$ cat src/rtl/e2r_mul.sv
`default_nettype none
// Signed Q31 product with magnitude rounding half away from zero, registered.
module e2r_mul (
  input  wire logic               clk_i,
  input  wire logic               en_i,
  input  wire logic signed [32:0] a_i,
  input  wire logic signed [32:0] b_i,
  output logic signed [32:0]      p_o
);

  logic [32:0] ma, mb;
  logic [65:0] prod;
  logic [32:0] m;
  logic        neg;

  always_comb begin
    neg  = a_i[32] ^ b_i[32];
    ma   = a_i[32] ? 33'(-a_i) : 33'(a_i);
    mb   = b_i[32] ? 33'(-b_i) : 33'(b_i);
    prod = {33'd0, ma} * {33'd0, mb} + (66'd1 << 30);
    m    = prod[63:31];
  end

  always_ff @(posedge clk_i) begin
    if (en_i) begin
      p_o <= neg ? -$signed(m) : $signed(m);
    end
  end

endmodule
`default_nettype wire

$ cat config.mk
export PLATFORM = sky130hd
export DESIGN_NAME = e2r_mul
export DESIGN_NICKNAME = d
export VERILOG_FILES = /design/src/rtl/e2r_mul.sv
export SDC_FILE = /design/constraint.sdc
export NUM_CORES = 2
export LEC_CHECK = 0
export ABC_AREA = 1
export BUFFER_PORTS_ARGS = -buffer_cell sky130_fd_sc_hd__buf_4
export CORE_ASPECT_RATIO = 0.5
export CORE_UTILIZATION = 66
export CTS_CLUSTER_DIAMETER = 50
export DETAILED_ROUTE_END_ITERATION = 10
export PLACE_DENSITY = 0.84
export SKIP_LAST_GASP = 1
export SLEW_MARGIN = 20
export SYNTH_ARGS = -nofsm -noshare
export SYNTH_HDL_FRONTEND = slang
export SYNTH_SLANG_ARGS = --single-unit
$ cat constraint.sdc
create_clock -name clk_i -period 29.4 [get_ports clk_i]
set_input_delay 4.41 -clock clk_i [delete_from_list [all_inputs] [get_ports clk_i]]
set_output_delay 4.41 -clock clk_i [all_outputs]
set_load 0.02 [all_outputs]
==> results_tabular.tex <==
\begin{tabular}{lr}
\hline
Metric & Value \\
\hline
\multicolumn{2}{l}{\textbf{Run status}} \\
Status & finished clean \\
\multicolumn{2}{l}{\textbf{Critical path}} \\
Cell repeated most along the worst path & sky130\_fd\_sc\_hd\_\_nand2\_1 \\
CP Data Arrival Time & roughly 16 ns \\
Worst setup SP type & input port \\
Critical Path RT & between 20 and 30 ns \\
Critical-path cell with the highest stage delay & sky130\_fd\_sc\_hd\_\_xor2\_2 \\
Endpoint kind of the worst setup timing path & register \\
Crit Path Category & in -> reg \\
Largest fanout on the critical path & 28 \\
Delay of the slowest cell on the worst path & between 0.8 and 0.9 ns \\
\multicolumn{2}{l}{\textbf{Route}} \\
Post-route DRC violation count & 0 \\
Via total after detailed routing & 35630 \\
DR pass1 iterations & 10 \\
Routed wirelength normalized by instance count & approximately 23 µm \\
Vias per cell & approximately 6 \\
Number of DRC markers after the initial detailed-route iteration & about 4400 \\
Antenna-violating nets left & 0 \\
Aggregate routed wire length & 140600 µm \\
\multicolumn{2}{l}{\textbf{Floorplanning}} \\
Core Rows & between 60 and 70 \\
Die extent in y & $\sim$180 µm \\
Overall die area & 0.06162 mm² \\
CORE AREA & just under 0.06 mm² \\
Die width & $\sim$350 µm \\
Initial core utilization & 0.6717 \\
Ports placed on the boundary & about 100 \\
\multicolumn{2}{l}{\textbf{Timing}} \\
Max transition margin & 0.2014 \\
Tightest Pin Transition & around 1.2 ns \\
Worst Hold Margin & roughly 4.6 ns \\
Accumulated negative setup slack & 0 ns \\
Number of max-slew violations in the final report & 0 \\
Minimum clock period after layout & roughly 16 ns \\
Number of setup violations in the final report & 0 \\
Unrepaired setup endpoints after global routing & no \\
F\_max & 64.46 MHz \\
Final clock period utilization by the worst path & 0.5277 \\
Endpoints failing hold & 0 \\
\multicolumn{2}{l}{\textbf{Clocking}} \\
Post\_cts resized & 0 \\
Clock H-tree levels & 2 \\
Root buffer selected by CTS & sky130\_fd\_sc\_hd\_\_clkbuf\_16 \\
CTS Hold Buffers Added & 0 \\
Maximum buffer depth of the clock tree & 2 \\
TritonCTS clock tree & done \\
Clock sink total & 33 \\
Number of buffers inserted during clock tree synthesis & 5 \\
Clock-pin slew reported for the worst setup and hold paths after clock tree synthesis & $\sim$0.050 ns \\
Number of buffers inserted by post-CTS setup repair & 0 \\
\multicolumn{2}{l}{\textbf{Yosys}} \\
Post-synth net total & between 6000 and 7000 \\
Number of different library cells in the post-synthesis netlist & 52 \\
Leading cell type by number of instances after synthesis & sky130\_fd\_sc\_hd\_\_inv\_1 \\
Number of instances in the synthesized netlist & 5287 \\
Most numerous cell types in the synthesized netlist & sky130\_fd\_sc\_hd\_\_inv\_1 (1416), sky130\_fd\_sc\_hd\_\_nand2\_1 (1364), sky130\_fd\_sc\_hd\_\_fa\_1 (958) \\
Fraction of post-synthesis cell area in the top cell type by area & 0.4797 \\
Syn Area/Cell & about 7.6 µm² \\
Share of async-settable or async-resettable flops after synthesis & 0 \\
Flip-flop and latch count after synthesis & 33 \\
Register area share after synthesis & 0.02479 \\
Most used DFF post-synth & sky130\_fd\_sc\_hd\_\_edfxtp\_1 \\
EDFF count, synth & 33 \\
Cell types with the largest area share after synthesis & sky130\_fd\_sc\_hd\_\_fa\_1 (48\%), sky130\_fd\_sc\_hd\_\_inv\_1 (13\%), sky130\_fd\_sc\_hd\_\_nand2\_1 (13\%), sky130\_fd\_sc\_hd\_\_ha\_1 (8.7\%), sky130\_fd\_sc\_hd\_\_nor2\_1 (5.2\%) \\
Yosys warns & 0 \\
Cell Area, Synth & 0.03998 mm² \\
Top cell type by total area after synthesis & sky130\_fd\_sc\_hd\_\_fa\_1 \\
\multicolumn{2}{l}{\textbf{GRT}} \\
Overall global routing resource usage & 0.4755 \\
Maximum number of pins on one net before global-route repair & 38 \\
Antenna violations before repair & 5 \\
Wire length of the first global-routing pass & 214700 µm \\
Total overflow reported by the global router & 0 \\
Number of global-route vias before repair & 36670 \\
\multicolumn{2}{l}{\textbf{Placed design}} \\
Weighted congestion reported at the end of routability-driven placement & around 1.1 \\
Dpl hpwl & between 100000 and 150000 µm \\
Placed Instance Area & about 0.042 mm² \\
Count of buffers from port buffering & 100 \\
\multicolumn{2}{l}{\textbf{Cells and area}} \\
Area of combinational cells with multiple inputs & 0.03299 mm² \\
Filler Cells Inserted & $\sim$4900 \\
Layout-stage area growth over the synthesis result & 4.473\% \\
Final cell area excluding filler cells & $\sim$0.042 mm² \\
Sequential cell area & about 990 µm² \\
Flip-flop count of the largest register, all copies and words added & 33 \\
Final net count & 6582 \\
Register bank with the most flops & p\_o \\
Largest registers ranked by flip-flop count & p\_o x33 \\
Share of final-layout standard cells stronger than drive strength 1 & 0.05172 \\
\multicolumn{2}{l}{\textbf{Run}} \\
Max cap viols & 0 \\
\multicolumn{2}{l}{\textbf{Min path}} \\
Hold/Removal Path Class & in -> reg \\
\hline
\end{tabular}
==> final timing paths <==
kind / depth (start not counted) / slack [ns] / start / to
worst max-delay path: 47 / 13.89 / a_i[0] / p_o[31]
worst min-delay path: 1 / 4.60 / en_i / p_o[11]
==> layer usage <==
metal  global-route usage  part of all wire  vias to the layer above
met1               0.6326              0.37                    17390
met2               0.6754              0.40                     2715
li1                     -                 -                    15000
met4               0.1594             0.043                       14
met3               0.2299              0.18                      505
met5              0.04710            0.0030                        -
==> layout make-up <==
class,count,area share
multi-input cells,3633,0.7898
inverters,1446,0.1301
repair buffers,158,0.02840
well taps,812,0.02433
flip-flops and latches,33,0.02373
clock buffers,5,0.002996
clock inverters,3,0.0004194
diodes,3,0.0001798
==> placed cells by master, fill, tap and decap left out, drive strengths merged, types with 8 or more instances in the layout <==
cell	instances
inv	1432
nand2	1389
fa	958
nor2	567
ha	279
buf	158
nand3	122
a21oi	71
o21ai	64
xor2	39
edfxtp	33
nor3	31
nand4	30
clkinv	16
or2	16
nand3b	15
nor4	13
xnor2	13
o21bai	8
==> critical path, delay by kind of cell <==
kind | cells | cell delay, ns
buffers and inverters | 14 | 1.93
AO/OA/AOI/OAI | 1 | 0.30
adder cells (fa/ha/maj) | 10 | 4.73
XOR/XNOR | 1 | 0.88
AND/OR/NAND/NOR | 21 | 3.27
==> through the flow <==
stage                     setup WS, ns  std cells    util
after detailed placement         14.12       6082  0.6992
after global routing             13.44       6090  0.7016
after CTS                        14.37       6090  0.7016
final                            13.89       6093  0.7018
after global placement           13.75       6082  0.6991
after floorplan                  16.26       5287       -
==> cells by family (layout without fill, tap and decap cells) <==
family	Yosys count	in the layout	synth area share
AOI/OAI and AO/OA	153	153	0.02138
xor gates and xnor gates	52	52	0.01205
adders and majority gates	1237	1237	0.5671
buffers and inverters	1621	1612	0.1538
DFF	33	33	0.02479
other	0	3	0
and+or+nand+nor	2191	2191	0.2209
Power is not shown: default switching activity piles up to over one toggle a cycle in this logic, so the estimate is an artifact.
